### src/rtl/kffc_pkg.sv
// Shared types, constants, key table and microcode program for the keypad calculator.
package kffc_pkg;

    localparam int MaxDigitsDefault = 7;
    localparam int CountWidth       = 3;
    localparam int DataWidth        = 16;
    localparam int PcWidth          = 5;
    localparam int IterWidth        = $clog2(DataWidth);

    localparam logic [7:0] KeyTen     = 8'd10;
    localparam logic [7:0] KeyEquals  = 8'd12;
    localparam logic [7:0] KeyOpFirst = 8'd13;
    localparam logic [7:0] KeyOpLast  = 8'd16;

    localparam logic [2:0] OpNone     = 3'd0;
    localparam logic [2:0] OpAdd      = 3'd1;
    localparam logic [2:0] OpSubtract = 3'd2;
    localparam logic [2:0] OpMultiply = 3'd3;
    localparam logic [2:0] OpDivide   = 3'd4;

    typedef enum logic [1:0] {
        EV_DIGIT    = 2'd0,
        EV_OPERATOR = 2'd1,
        EV_RESULT   = 2'd2,
        EV_IGNORED  = 2'd3
    } event_kind_t;

    typedef enum logic [3:0] {
        DP_NOP,
        DP_IGNORE,
        DP_DIGIT,
        DP_OPER,
        DP_LOAD,
        DP_MUL,
        DP_DIV,
        DP_DFIX,
        DP_RESULT
    } dp_op_t;

    typedef enum logic [3:0] {
        CD_NEVER,
        CD_ALWAYS,
        CD_NO_XFER,
        CD_DIGIT,
        CD_OPKEY,
        CD_EQKEY,
        CD_FULL,
        CD_PHASE1,
        CD_PHASE0,
        CD_ADDSUB,
        CD_DIV,
        CD_MORE,
        CD_YZERO
    } cond_t;

    typedef struct packed {
        dp_op_t               op;
        cond_t                cond;
        logic [PcWidth-1:0]   target;
    } uword_t;

    localparam logic [PcWidth-1:0] UpcFetch    = 5'd0;
    localparam logic [PcWidth-1:0] UpcIsDigit  = 5'd1;
    localparam logic [PcWidth-1:0] UpcIsOpKey  = 5'd2;
    localparam logic [PcWidth-1:0] UpcIsEquals = 5'd3;
    localparam logic [PcWidth-1:0] UpcIgnore   = 5'd4;
    localparam logic [PcWidth-1:0] UpcDigChk   = 5'd5;
    localparam logic [PcWidth-1:0] UpcDigit    = 5'd6;
    localparam logic [PcWidth-1:0] UpcOpChk    = 5'd7;
    localparam logic [PcWidth-1:0] UpcOper     = 5'd8;
    localparam logic [PcWidth-1:0] UpcEqChk    = 5'd9;
    localparam logic [PcWidth-1:0] UpcLoad     = 5'd10;
    localparam logic [PcWidth-1:0] UpcAddSub   = 5'd11;
    localparam logic [PcWidth-1:0] UpcDivChk   = 5'd12;
    localparam logic [PcWidth-1:0] UpcMulLoop  = 5'd13;
    localparam logic [PcWidth-1:0] UpcMulDone  = 5'd14;
    localparam logic [PcWidth-1:0] UpcZeroChk  = 5'd15;
    localparam logic [PcWidth-1:0] UpcDivLoop  = 5'd16;
    localparam logic [PcWidth-1:0] UpcDivFix   = 5'd17;
    localparam logic [PcWidth-1:0] UpcResult   = 5'd18;

    function automatic logic [7:0] map_key(input logic [7:0] raw);
        logic [7:0] key;
        case (raw)
            8'd6:    key = 8'd1;
            8'd5:    key = 8'd2;
            8'd4:    key = 8'd3;
            8'd3:    key = 8'd13;
            8'd14:   key = 8'd4;
            8'd13:   key = 8'd5;
            8'd12:   key = 8'd6;
            8'd11:   key = 8'd14;
            8'd22:   key = 8'd7;
            8'd21:   key = 8'd8;
            8'd20:   key = 8'd9;
            8'd19:   key = 8'd15;
            8'd30:   key = 8'd11;
            8'd29:   key = 8'd0;
            8'd28:   key = 8'd12;
            8'd27:   key = 8'd16;
            default: key = raw;
        endcase
        return key;
    endfunction

    function automatic uword_t ucode(input logic [PcWidth-1:0] pc);
        uword_t w;
        case (pc)
            UpcFetch:    w = '{DP_NOP,    CD_NO_XFER, UpcFetch};
            UpcIsDigit:  w = '{DP_NOP,    CD_DIGIT,   UpcDigChk};
            UpcIsOpKey:  w = '{DP_NOP,    CD_OPKEY,   UpcOpChk};
            UpcIsEquals: w = '{DP_NOP,    CD_EQKEY,   UpcEqChk};
            UpcIgnore:   w = '{DP_IGNORE, CD_ALWAYS,  UpcFetch};
            UpcDigChk:   w = '{DP_NOP,    CD_FULL,    UpcIgnore};
            UpcDigit:    w = '{DP_DIGIT,  CD_ALWAYS,  UpcFetch};
            UpcOpChk:    w = '{DP_NOP,    CD_PHASE1,  UpcIgnore};
            UpcOper:     w = '{DP_OPER,   CD_ALWAYS,  UpcFetch};
            UpcEqChk:    w = '{DP_NOP,    CD_PHASE0,  UpcIgnore};
            UpcLoad:     w = '{DP_LOAD,   CD_NEVER,   UpcFetch};
            UpcAddSub:   w = '{DP_NOP,    CD_ADDSUB,  UpcResult};
            UpcDivChk:   w = '{DP_NOP,    CD_DIV,     UpcZeroChk};
            UpcMulLoop:  w = '{DP_MUL,    CD_MORE,    UpcMulLoop};
            UpcMulDone:  w = '{DP_NOP,    CD_ALWAYS,  UpcResult};
            UpcZeroChk:  w = '{DP_NOP,    CD_YZERO,   UpcResult};
            UpcDivLoop:  w = '{DP_DIV,    CD_MORE,    UpcDivLoop};
            UpcDivFix:   w = '{DP_DFIX,   CD_ALWAYS,  UpcResult};
            UpcResult:   w = '{DP_RESULT, CD_ALWAYS,  UpcFetch};
            default:     w = '{DP_NOP,    CD_ALWAYS,  UpcFetch};
        endcase
        return w;
    endfunction

endpackage

### src/rtl/keypad_four_function_calculator.sv
// Top level of the keypad calculator: microcoded sequencer and its datapath.
//
// Usage: one raw keypad scan code enters on raw_key per key_valid/key_ready
// transfer; one result item leaves per res_valid/res_ready transfer, with
// event_kind, entry_value, operator_code, result_value and divide_by_zero.
// Each key gives exactly one result item.
// Keys are taken one at a time: key_ready is high only while the sequencer
// sits on its fetch step. The 16-step shift-add multiply loop and the
// 16-step restoring divide loop are the longest paths of the program; a
// divide by zero skips the divide loop. The program runs one micro-step per
// cycle while it does not stall on an output step. The next key is taken
// in the cycle after the result is loaded.
// The result register parts the two sides: a waiting result does not stop
// the next key being taken, but the program holds on its next output step
// until the previous result has been transferred.
// Reset clears the operand, operator, digit count and phase, empties the
// result register and starts the program at its fetch step.
module keypad_four_function_calculator #(
    parameter int MAX_DIGITS = kffc_pkg::MaxDigitsDefault
) (
    input  logic        clk,
    input  logic        rst_n,
    input  logic        key_valid,
    output logic        key_ready,
    input  logic [7:0]  raw_key,
    output logic        res_valid,
    input  logic        res_ready,
    output logic [1:0]  event_kind,
    output logic signed [15:0] entry_value,
    output logic [2:0]  operator_code,
    output logic signed [15:0] result_value,
    output logic        divide_by_zero
);

    localparam int DW = kffc_pkg::DataWidth;
    localparam int CW = kffc_pkg::CountWidth;
    localparam int PW = kffc_pkg::PcWidth;
    localparam int IW = kffc_pkg::IterWidth;

    kffc_pkg::uword_t uw;

    logic [PW-1:0] pc_reg, pc_next;
    logic          phase_reg, phase_next;
    logic [2:0]    op_reg, op_next;
    logic [DW-1:0] first_reg, first_next;
    logic [DW-1:0] entry_reg, entry_next;
    logic [CW-1:0] count_reg, count_next;
    logic          out_valid_reg, out_valid_next;

    logic [7:0]    key_reg, key_next;
    logic [DW-1:0] ma_reg, ma_next;
    logic [DW-1:0] mb_reg, mb_next;
    logic [DW-1:0] acc_reg, acc_next;
    logic [IW-1:0] iter_reg, iter_next;
    logic          neg_reg, neg_next;

    logic [1:0]    ev_reg, ev_next;
    logic [DW-1:0] oentry_reg, oentry_next;
    logic [2:0]    oop_reg, oop_next;
    logic [DW-1:0] ores_reg, ores_next;
    logic          odz_reg, odz_next;

    logic          key_xfer;
    logic          emit;
    logic          stall;
    logic          cond_true;
    logic          is_digit, is_opkey, is_eqkey;
    logic [DW:0]   rem_shift;
    logic          rem_ge;
    logic [DW-1:0] answer;
    logic          dz;

    assign uw        = kffc_pkg::ucode(pc_reg);
    assign key_ready = (pc_reg == kffc_pkg::UpcFetch);
    assign key_xfer  = key_valid && key_ready;

    assign is_digit = (key_reg < kffc_pkg::KeyTen);
    assign is_opkey = (key_reg >= kffc_pkg::KeyOpFirst) && (key_reg <= kffc_pkg::KeyOpLast);
    assign is_eqkey = (key_reg == kffc_pkg::KeyEquals);

    assign emit  = (uw.op == kffc_pkg::DP_IGNORE) || (uw.op == kffc_pkg::DP_DIGIT)
                || (uw.op == kffc_pkg::DP_OPER) || (uw.op == kffc_pkg::DP_RESULT);
    assign stall = emit && out_valid_reg && !res_ready;

    assign rem_shift = {acc_reg, ma_reg[DW-1]};
    assign rem_ge    = (rem_shift >= {1'b0, mb_reg});

    always_comb
    begin
        case (uw.cond)
            kffc_pkg::CD_NEVER:   cond_true = 1'b0;
            kffc_pkg::CD_ALWAYS:  cond_true = 1'b1;
            kffc_pkg::CD_NO_XFER: cond_true = !key_xfer;
            kffc_pkg::CD_DIGIT:   cond_true = is_digit;
            kffc_pkg::CD_OPKEY:   cond_true = is_opkey;
            kffc_pkg::CD_EQKEY:   cond_true = is_eqkey;
            kffc_pkg::CD_FULL:    cond_true = (count_reg >= CW'(MAX_DIGITS));
            kffc_pkg::CD_PHASE1:  cond_true = phase_reg;
            kffc_pkg::CD_PHASE0:  cond_true = !phase_reg;
            kffc_pkg::CD_ADDSUB:  cond_true = (op_reg == kffc_pkg::OpAdd)
                                           || (op_reg == kffc_pkg::OpSubtract);
            kffc_pkg::CD_DIV:     cond_true = (op_reg == kffc_pkg::OpDivide);
            kffc_pkg::CD_MORE:    cond_true = (iter_reg != '0);
            kffc_pkg::CD_YZERO:   cond_true = (entry_reg == '0);
            default:              cond_true = 1'b0;
        endcase
    end

    always_comb
    begin
        dz = 1'b0;
        case (op_reg)
            kffc_pkg::OpAdd:      answer = first_reg + entry_reg;
            kffc_pkg::OpSubtract: answer = first_reg - entry_reg;
            kffc_pkg::OpMultiply: answer = acc_reg;
            kffc_pkg::OpDivide:
            begin
                dz     = (entry_reg == '0);
                answer = dz ? '0 : acc_reg;
            end
            default:              answer = '0;
        endcase
    end

    always_comb
    begin
        pc_next        = pc_reg;
        phase_next     = phase_reg;
        op_next        = op_reg;
        first_next     = first_reg;
        entry_next     = entry_reg;
        count_next     = count_reg;
        out_valid_next = out_valid_reg;
        key_next       = key_reg;
        ma_next        = ma_reg;
        mb_next        = mb_reg;
        acc_next       = acc_reg;
        iter_next      = iter_reg;
        neg_next       = neg_reg;
        ev_next        = ev_reg;
        oentry_next    = oentry_reg;
        oop_next       = oop_reg;
        ores_next      = ores_reg;
        odz_next       = odz_reg;

        if (out_valid_reg && res_ready)
        begin
            out_valid_next = 1'b0;
        end

        if (key_xfer)
        begin
            key_next = kffc_pkg::map_key(raw_key);
        end

        if (!stall)
        begin
            pc_next = cond_true ? uw.target : pc_reg + PW'(1);

            case (uw.op)
                kffc_pkg::DP_IGNORE:
                begin
                    out_valid_next = 1'b1;
                    ev_next        = kffc_pkg::EV_IGNORED;
                    oentry_next    = entry_reg;
                    oop_next       = op_reg;
                    ores_next      = '0;
                    odz_next       = 1'b0;
                end
                kffc_pkg::DP_DIGIT:
                begin
                    entry_next     = (entry_reg << 3) + (entry_reg << 1) + DW'(key_reg[3:0]);
                    count_next     = count_reg + CW'(1);
                    out_valid_next = 1'b1;
                    ev_next        = kffc_pkg::EV_DIGIT;
                    oentry_next    = (entry_reg << 3) + (entry_reg << 1) + DW'(key_reg[3:0]);
                    oop_next       = op_reg;
                    ores_next      = '0;
                    odz_next       = 1'b0;
                end
                kffc_pkg::DP_OPER:
                begin
                    first_next     = entry_reg;
                    entry_next     = '0;
                    count_next     = '0;
                    op_next        = 3'(key_reg - kffc_pkg::KeyEquals);
                    phase_next     = 1'b1;
                    out_valid_next = 1'b1;
                    ev_next        = kffc_pkg::EV_OPERATOR;
                    oentry_next    = '0;
                    oop_next       = 3'(key_reg - kffc_pkg::KeyEquals);
                    ores_next      = '0;
                    odz_next       = 1'b0;
                end
                kffc_pkg::DP_LOAD:
                begin
                    acc_next  = '0;
                    iter_next = '1;
                    neg_next  = first_reg[DW-1] ^ entry_reg[DW-1];
                    if (op_reg == kffc_pkg::OpDivide)
                    begin
                        ma_next = first_reg[DW-1] ? -first_reg : first_reg;
                        mb_next = entry_reg[DW-1] ? -entry_reg : entry_reg;
                    end
                    else
                    begin
                        ma_next = first_reg;
                        mb_next = entry_reg;
                    end
                end
                kffc_pkg::DP_MUL:
                begin
                    acc_next  = mb_reg[0] ? acc_reg + ma_reg : acc_reg;
                    ma_next   = ma_reg << 1;
                    mb_next   = mb_reg >> 1;
                    iter_next = iter_reg - IW'(1);
                end
                kffc_pkg::DP_DIV:
                begin
                    acc_next  = rem_ge ? DW'(rem_shift - {1'b0, mb_reg}) : rem_shift[DW-1:0];
                    ma_next   = {ma_reg[DW-2:0], rem_ge};
                    iter_next = iter_reg - IW'(1);
                end
                kffc_pkg::DP_DFIX:
                begin
                    acc_next = neg_reg ? -ma_reg : ma_reg;
                end
                kffc_pkg::DP_RESULT:
                begin
                    first_next     = '0;
                    entry_next     = '0;
                    count_next     = '0;
                    op_next        = kffc_pkg::OpNone;
                    phase_next     = 1'b0;
                    out_valid_next = 1'b1;
                    ev_next        = kffc_pkg::EV_RESULT;
                    oentry_next    = '0;
                    oop_next       = kffc_pkg::OpNone;
                    ores_next      = answer;
                    odz_next       = dz;
                end
                default:
                begin
                end
            endcase
        end
    end

    always_ff @(posedge clk or negedge rst_n)
    begin
        if (!rst_n)
        begin
            pc_reg        <= kffc_pkg::UpcFetch;
            phase_reg     <= 1'b0;
            op_reg        <= kffc_pkg::OpNone;
            first_reg     <= '0;
            entry_reg     <= '0;
            count_reg     <= '0;
            out_valid_reg <= 1'b0;
        end
        else
        begin
            pc_reg        <= pc_next;
            phase_reg     <= phase_next;
            op_reg        <= op_next;
            first_reg     <= first_next;
            entry_reg     <= entry_next;
            count_reg     <= count_next;
            out_valid_reg <= out_valid_next;
        end
    end

    always_ff @(posedge clk)
    begin
        key_reg    <= key_next;
        ma_reg     <= ma_next;
        mb_reg     <= mb_next;
        acc_reg    <= acc_next;
        iter_reg   <= iter_next;
        neg_reg    <= neg_next;
        ev_reg     <= ev_next;
        oentry_reg <= oentry_next;
        oop_reg    <= oop_next;
        ores_reg   <= ores_next;
        odz_reg    <= odz_next;
    end

    assign res_valid      = out_valid_reg;
    assign event_kind     = ev_reg;
    assign entry_value    = oentry_reg;
    assign operator_code  = oop_reg;
    assign result_value   = ores_reg;
    assign divide_by_zero = odz_reg;

endmodule

### config.mk
export PLATFORM = sky130hd
export DESIGN_NAME = keypad_four_function_calculator
export DESIGN_NICKNAME = d
export VERILOG_FILES = /design/src/rtl/kffc_pkg.sv /design/src/rtl/keypad_four_function_calculator.sv
export SDC_FILE = /design/constraint.sdc
export NUM_CORES = 1
export LEC_CHECK = 0
export BUFFER_PORTS_ARGS = -buffer_cell sky130_fd_sc_hd__buf_2
export CAP_MARGIN = 10
export CORE_UTILIZATION = 36
export DETAILED_ROUTE_END_ITERATION = 6
export HOLD_SLACK_MARGIN = 0.1
export PLACE_DENSITY = 0.48
export RECOVER_POWER = 25
export SYNTH_ARGS = -nofsm -noshare
export SYNTH_HDL_FRONTEND = slang
export SYNTH_SLANG_ARGS = --single-unit
### constraint.sdc
create_clock -name clk -period 4.4 [get_ports clk]
set_input_delay 0.44 -clock clk [delete_from_list [all_inputs] [get_ports clk]]
set_output_delay 0.44 -clock clk [all_outputs]
set_load 0.05 [all_outputs]
==> results of run 1 <==
kinds of logic after synthesis:
family,after synthesis,share of synthesized area
buf+inv,107,0.0400
mux,28,0.0253
flops,144,0.364
compound gates,342,0.197
xor+xnor,107,0.0832
fa+ha+maj,93,0.107
simple gates,445,0.184
through the flow:
step,std cells,utilization,instance area (um^2),hold slack [ns]
CTS,1701,0.407,12500,0.148
floorplan,1266,-,11300,0.144
detailed placement,1669,0.389,11900,0.512
global placement,1669,0.389,11900,0.505
global route,1701,0.406,12400,0.261
finish,1701,0.406,12400,0.249
layout by cell type, fill, tap and decap left out, types with 10 or more instances in the layout:
cell type	count
nor2_1	136
nand2_1	135
edfxtp_1	99
o21ai_0	89
ha_1	88
a21oi_1	84
xnor2_1	73
dfrtp_1	45
nor3_1	41
inv_1	35
xor2_1	34
clkbuf_1	33
buf_4	25
nand3_1	24
mux2i_1	24
buf_2	19
nor2b_1	18
clkbuf_16	18
o31ai_1	17
a21o_1	17
and3_1	16
a31oi_1	15
o22ai_1	15
a22oi_1	13
a211oi_1	13
or3_1	13
nor4_1	11
a22o_1	10
Yosys cell counts, types with 8 or more instances:
cell and n:
a211oi_1 13, a21o_1 17, a21oi_1 85, a22o_1 10
a22oi_1 13, a31oi_1 15, a32o_1 9, and3_1 16
clkbuf_1 55, dfrtp_1 45, edfxtp_1 99, ha_1 88
inv_1 35, mux2i_1 24, nand2_1 135, nand2b_1 9
nand3_1 24, nor2_1 137, nor2b_1 18, nor3_1 41
nor4_1 11, o21a_1 8, o21ai_0 89, o22ai_1 16
o31ai_1 17, or3_1 13, xnor2_1 73, xor2_1 34
worst paths after layout:
check	startpoint	to	slack, ns	cells past startpoint
setup / recovery	entry_reg[0]	result_value[15]	0.71	13
hold / removal	raw_key[6]	key_reg[6]	0.25	1
setup reg to reg	entry_reg[0]	result_value[15]	0.71	13
hold reg to reg	first_reg[0]	first_reg[0]	0.53	2
max in group asynchronous	rst_n	first_reg[1]	1.76	2
min in group asynchronous	rst_n	first_reg[9]	1.02	2
layout make-up:
class	count	area, um^2	area share
Clock buffer	19	464	0.0373
Clock inverter	13	100	0.00805
Inverter	37	140	0.0113
Multi-Input combinational cell	1015	6730	0.541
Sequential cell	144	4100	0.330
Tap cell	396	495	0.0398
Timing Repair Buffer	77	407	0.0327
metal layers:
metal,vias up,share of wire,global-route usage,wire [um]
met5,-,0,0,0
met4,0,0.016,0.0558,518
met3,30,0.030,0.0240,970
met2,205,0.47,0.346,15300
met1,4416,0.49,0.295,15800
li1,4663,-,-,-
==> flow_summary.yaml, run 1 <==
status:
  outcome: "finished, violations left"
  violations: "max-capacitance violations, max-slew violations"
critical_path:
  cp-start-kind: "flip-flop"
  arrival_ns: 3.87
  cp_slowest_cell: "nor4_1"
  crit_required_ns: 4.58
  path_cells: "inv_1 -> ha_1 -> nand2_1 -> nor4_1 -> a21oi_1 -> xnor2_1 -> ha_1 -> or2_2 -> o31a_1 -> a41oi_1 -> o21ai_0 -> xnor2_1 -> a32o_1"
  path_buf_inv: 1
  cp_max_fo: 9
  end_kind: "flip-flop"
  crit_type: "flip-flop to flip-flop"
  critical_path.max_stage_delay_ns: 0.55
  critical_path.top_delay_family: "compound AO/OA/AOI/OAI gates"
clocking:
  insertion_delay_ns: 0.43
  cts_max_path_buffers: 2
  htreeDepth: 4
  cts_buffers: 17
  post_cts_resize_count: 0
  cts_hold_buf: 0
  cts_sinks: 144
  clk_pin_slew_ns: 0.07
  root_buffer: "clkbuf_16"
  cts_tree: "yes"
  post-cts-setup-buffer-count: 0
timing:
  finalCritPeriodShare: 0.839
  worst_slew_pin_slew_ns: 2.84
  tns_ns: 0
  relSlewSlack: -0.892
  slew_viol_final: 46
  hold_viol: 0
  setup_violations: 0
  clock_skew_ns: 0.0143
  min_period_ns: 3.69
  worst_slack_ns: 0.710
  rsz0062_at_grt: "false"
  fmaxAchievable_mhz: 271
yosys:
  synth_edf_count: 99
  synth_cells: 1266
  synth_top_area_cell: "edfxtp_1"
  synth_area_per_cell_um2: 8.90
  yosys-top-cells-area: "edfxtp_1 (26%), dfrtp_1 (10%), ha_1 (9.8%)"
  syn_nets: 1371
  synth_seq_cells: 144
  synth.distinct_cells: 83
  seq_area_frac_synth: 0.364
  synth-async-reset-ratio: 0.313
  syn_area_um2: 11300
  synth_top_area_share: 0.264
  yosysWarnings: 0
  synth-main-ff-cell: "edfxtp_1"
floorplan:
  initial_utilization: 0.367
  die-area_um2: 32000
  coreArea_um2: 30700
  die_y_um: 179
  ios: 52
  num_rows: 64
  die_w_um: 179
drt:
  remaining_drc_errors: 0
  totalWireLength_mm: 32.6
  firstDrtPassIters: 5
  vias: 9314
  routedWlPerCell_um: 19.1
  via_per_inst: 5.48
  antenna_left: 0
  detailedRoute.firstIterationViolations: 730
placement:
  gp_congestion: 0.850
  dpl.hpwl_mm: 24.3
  place_ws_ns: 0.748
  port_buffers: 51
global_routing:
  grt_use_total: 0.212
  grt_pass1_vias: 8900
  grt_max_degree: 46
  grt_overflow: 0
  antenna_found_initial: 0
  grt_pass1_wl_mm: 51.5
cells_and_area:
  num-fill-cells: 3124
  areaGrowthSynthToFinish_pct: 10.4
  layout.nets: 1397
  antennaDiodeCount: 0
  drive_gt1_frac: 0.0828
min_path:
  hold_path.class: "primary input to flip-flop"
job:
  cap_violations: 1
Power of run 1 is left out: the tool's default activity adds up to more than one toggle a clock period on the data nets, which glitch-free logic cannot reach.
==> inputs of run 2 (changes only) <==
PLACE_DENSITY = 0.5   (was 0.48)
clock period = 3.2 ns   (was 4.4 ns; I/O delays follow)
==> run 2 against run 1 <==
Against the previous run: the flow still finishes with violations (max-capacitance violations, max-slew violations); first-iteration DRC count down 12%; design area up 7.5%; maximum frequency up 18%; clock skew about the same; register-to-register slack worse by 0.64 ns; hold slack better by 0.058 ns; utilization up 3.1 points; global-route usage up 0.35 points; flip-flop and latch count unchanged; critical path depth down 1; setup slack worse by 0.64 ns; largest cell class unchanged.
==> flow_summary.yaml, run 2 (same netlist as run 1, synthesis figures left out) <==
status:
  outcome: "finished, violations left"
  violations: "max-capacitance violations, max-slew violations"
clocking:
  cts_sinks: 144
  clk_pin_slew_ns: 0.06
  insertion_delay_ns: 0.43
  cts_max_path_buffers: 2
  cts_tree: "yes"
  htreeDepth: 4
  cts_buffers: 17
  root_buffer: "clkbuf_16"
critical_path:
  critical_path.max_stage_delay_ns: 0.44
  cp-start-kind: "flip-flop"
  arrival_ns: 3.30
  cp_slowest_cell: "or3_4"
  worst_path_most_repeated_cell: "xnor2_1"
  end_kind: "flip-flop"
  path_cells: "or3_4 -> nor4_4 -> nor2_1 -> xnor2_1 -> ha_1 -> a21o_1 -> a21oi_1 -> nand3_2 -> a41oi_2 -> o21ai_2 -> xnor2_1 -> a32o_1"
  cp_max_fo: 4
  crit_type: "flip-flop to flip-flop"
  crit_required_ns: 3.37
cells_and_area:
  layout.cells.most_common: "nand2_1"
  postLayoutCellArea_um2: 13400
  final_cell_mix: "nand2_1 (135), nor2_1 (133), buf_4 (112)"
  layout.nets: 1493
  antennaDiodeCount: 0
  areaGrowthSynthToFinish_pct: 18.7
  drive_gt1_frac: 0.164
  fin_util: 0.436
drt:
  vias: 9776
  firstDrtPassIters: 5
  remaining_drc_errors: 0
  detailedRoute.firstIterationViolations: 643
  totalWireLength_mm: 33.3
  antenna_left: 0
  routedWlPerCell_um: 18.5
  via_per_inst: 5.44
floorplan:
  num_rows: 64
  die-area_um2: 32000
  ios: 52
  die_w_um: 179
  initial_utilization: 0.367
  coreArea_um2: 30700
  die_y_um: 179
timing:
  rsz0062_at_grt: "true"
  slew_viol_final: 31
  fmaxAchievable_mhz: 319
  finalCritPeriodShare: 0.979
  clock_skew_ns: 0.0139
  relSlewSlack: -0.239
  setup_violations: 0
  min_period_ns: 3.13
  hold_viol: 0
  worst_slew_pin_slew_ns: 1.86
  worst_slack_ns: 0.0670
placement:
  dpl_cell_area_um2: 12600
  gp_congestion: 0.914
  port_buffers: 51
  place_ws_ns: -0.117
  dpl.hpwl_mm: 25.5
global_routing:
  grt_max_degree: 35
  grt_pass1_vias: 9532
  grt_pass1_wl_mm: 52.5
  antenna_found_initial: 0
  grt_overflow: 0
  grt_use_total: 0.215
job:
  cap_violations: 1
min_path:
  hold_path.class: "primary input to flip-flop"
-- run 2: changes by cell type in the layout (fill, tap and decap cells not counted), moves of 5 or more --
cell      change
clkbuf_1      +7
nor3_1        -6
nor3_2        +5
buf_4        +87
o21ai_0       -7
-- run 2: critical path, delay by kind of cell, from the launching register on --
kind	cells	cell delay, ns
adders and majority gates	1	0.31
and+or+nand+nor	4	0.84
AOI/OAI and AO/OA	5	1.06
DFF	1	0.42
xor gates and xnor gates	2	0.26
-- run 2: worst paths after layout --
| kind | start | to | slack (ns) | cells past startpoint |
|---|---|---|---|---|
| max reg2reg | entry_reg[1] | result_value[15] | 0.07 | 12 |
| min in group asynchronous | rst_n | entry_reg[5] | 0.94 | 2 |
| max | entry_reg[1] | result_value[15] | 0.07 | 12 |
| min | raw_key[4] | key_reg[4] | 0.31 | 2 |
| min reg2reg | phase_reg | phase_reg | 0.51 | 2 |
| max in group asynchronous | rst_n | entry_reg[0] | 1.05 | 2 |
-- run 2: what timing repair did --
action,in CTS,in global routing
gates resized for setup,7,38
buffers inserted,1,3
pin swaps,3,22
endpoints found under the setup margin,5,17
endpoints found under the hold margin,31,0
cloned,0,0
hold buffers,4,0
-- run 2: routing by layer --
layer | up-vias | GRT usage | part of all wire
li1 | 4873 | - | -
met1 | 4646 | 0.289 | 0.47
met2 | 207 | 0.351 | 0.47
met3 | 50 | 0.0267 | 0.029
met4 | 0 | 0.0816 | 0.028
met5 | - | 0 | 0
-- run 2: stage by stage --
| step | setup TNS [ns] | hold slack [ns] | instances |
|---|---|---|---|
| final | 0 | 0.307 | 1796 |
| after global routing | -0.126 | 0.315 | 1796 |
| after CTS | 0 | 0.288 | 1793 |
| after detailed placement | -0.346 | 0.444 | 1757 |
| after global placement | -0.0358 | 0.439 | 1757 |
| after floorplan | -0.150 | 0.0244 | 1266 |
-- run 2: layout make-up --
| cell class | count | area [um^2] |
|---|---|---|
| Multi-Input combinational cell | 1015 | 6900 |
| Inverter | 37 | 140 |
| Tap cell | 396 | 495 |
| Clock buffer | 22 | 485 |
| Sequential cell | 144 | 4100 |
| Timing Repair Buffer | 173 | 1170 |
| Fill cell | 3034 | 17300 |
| Clock inverter | 9 | 85.1 |
Power of run 2 is left out for the same reason.
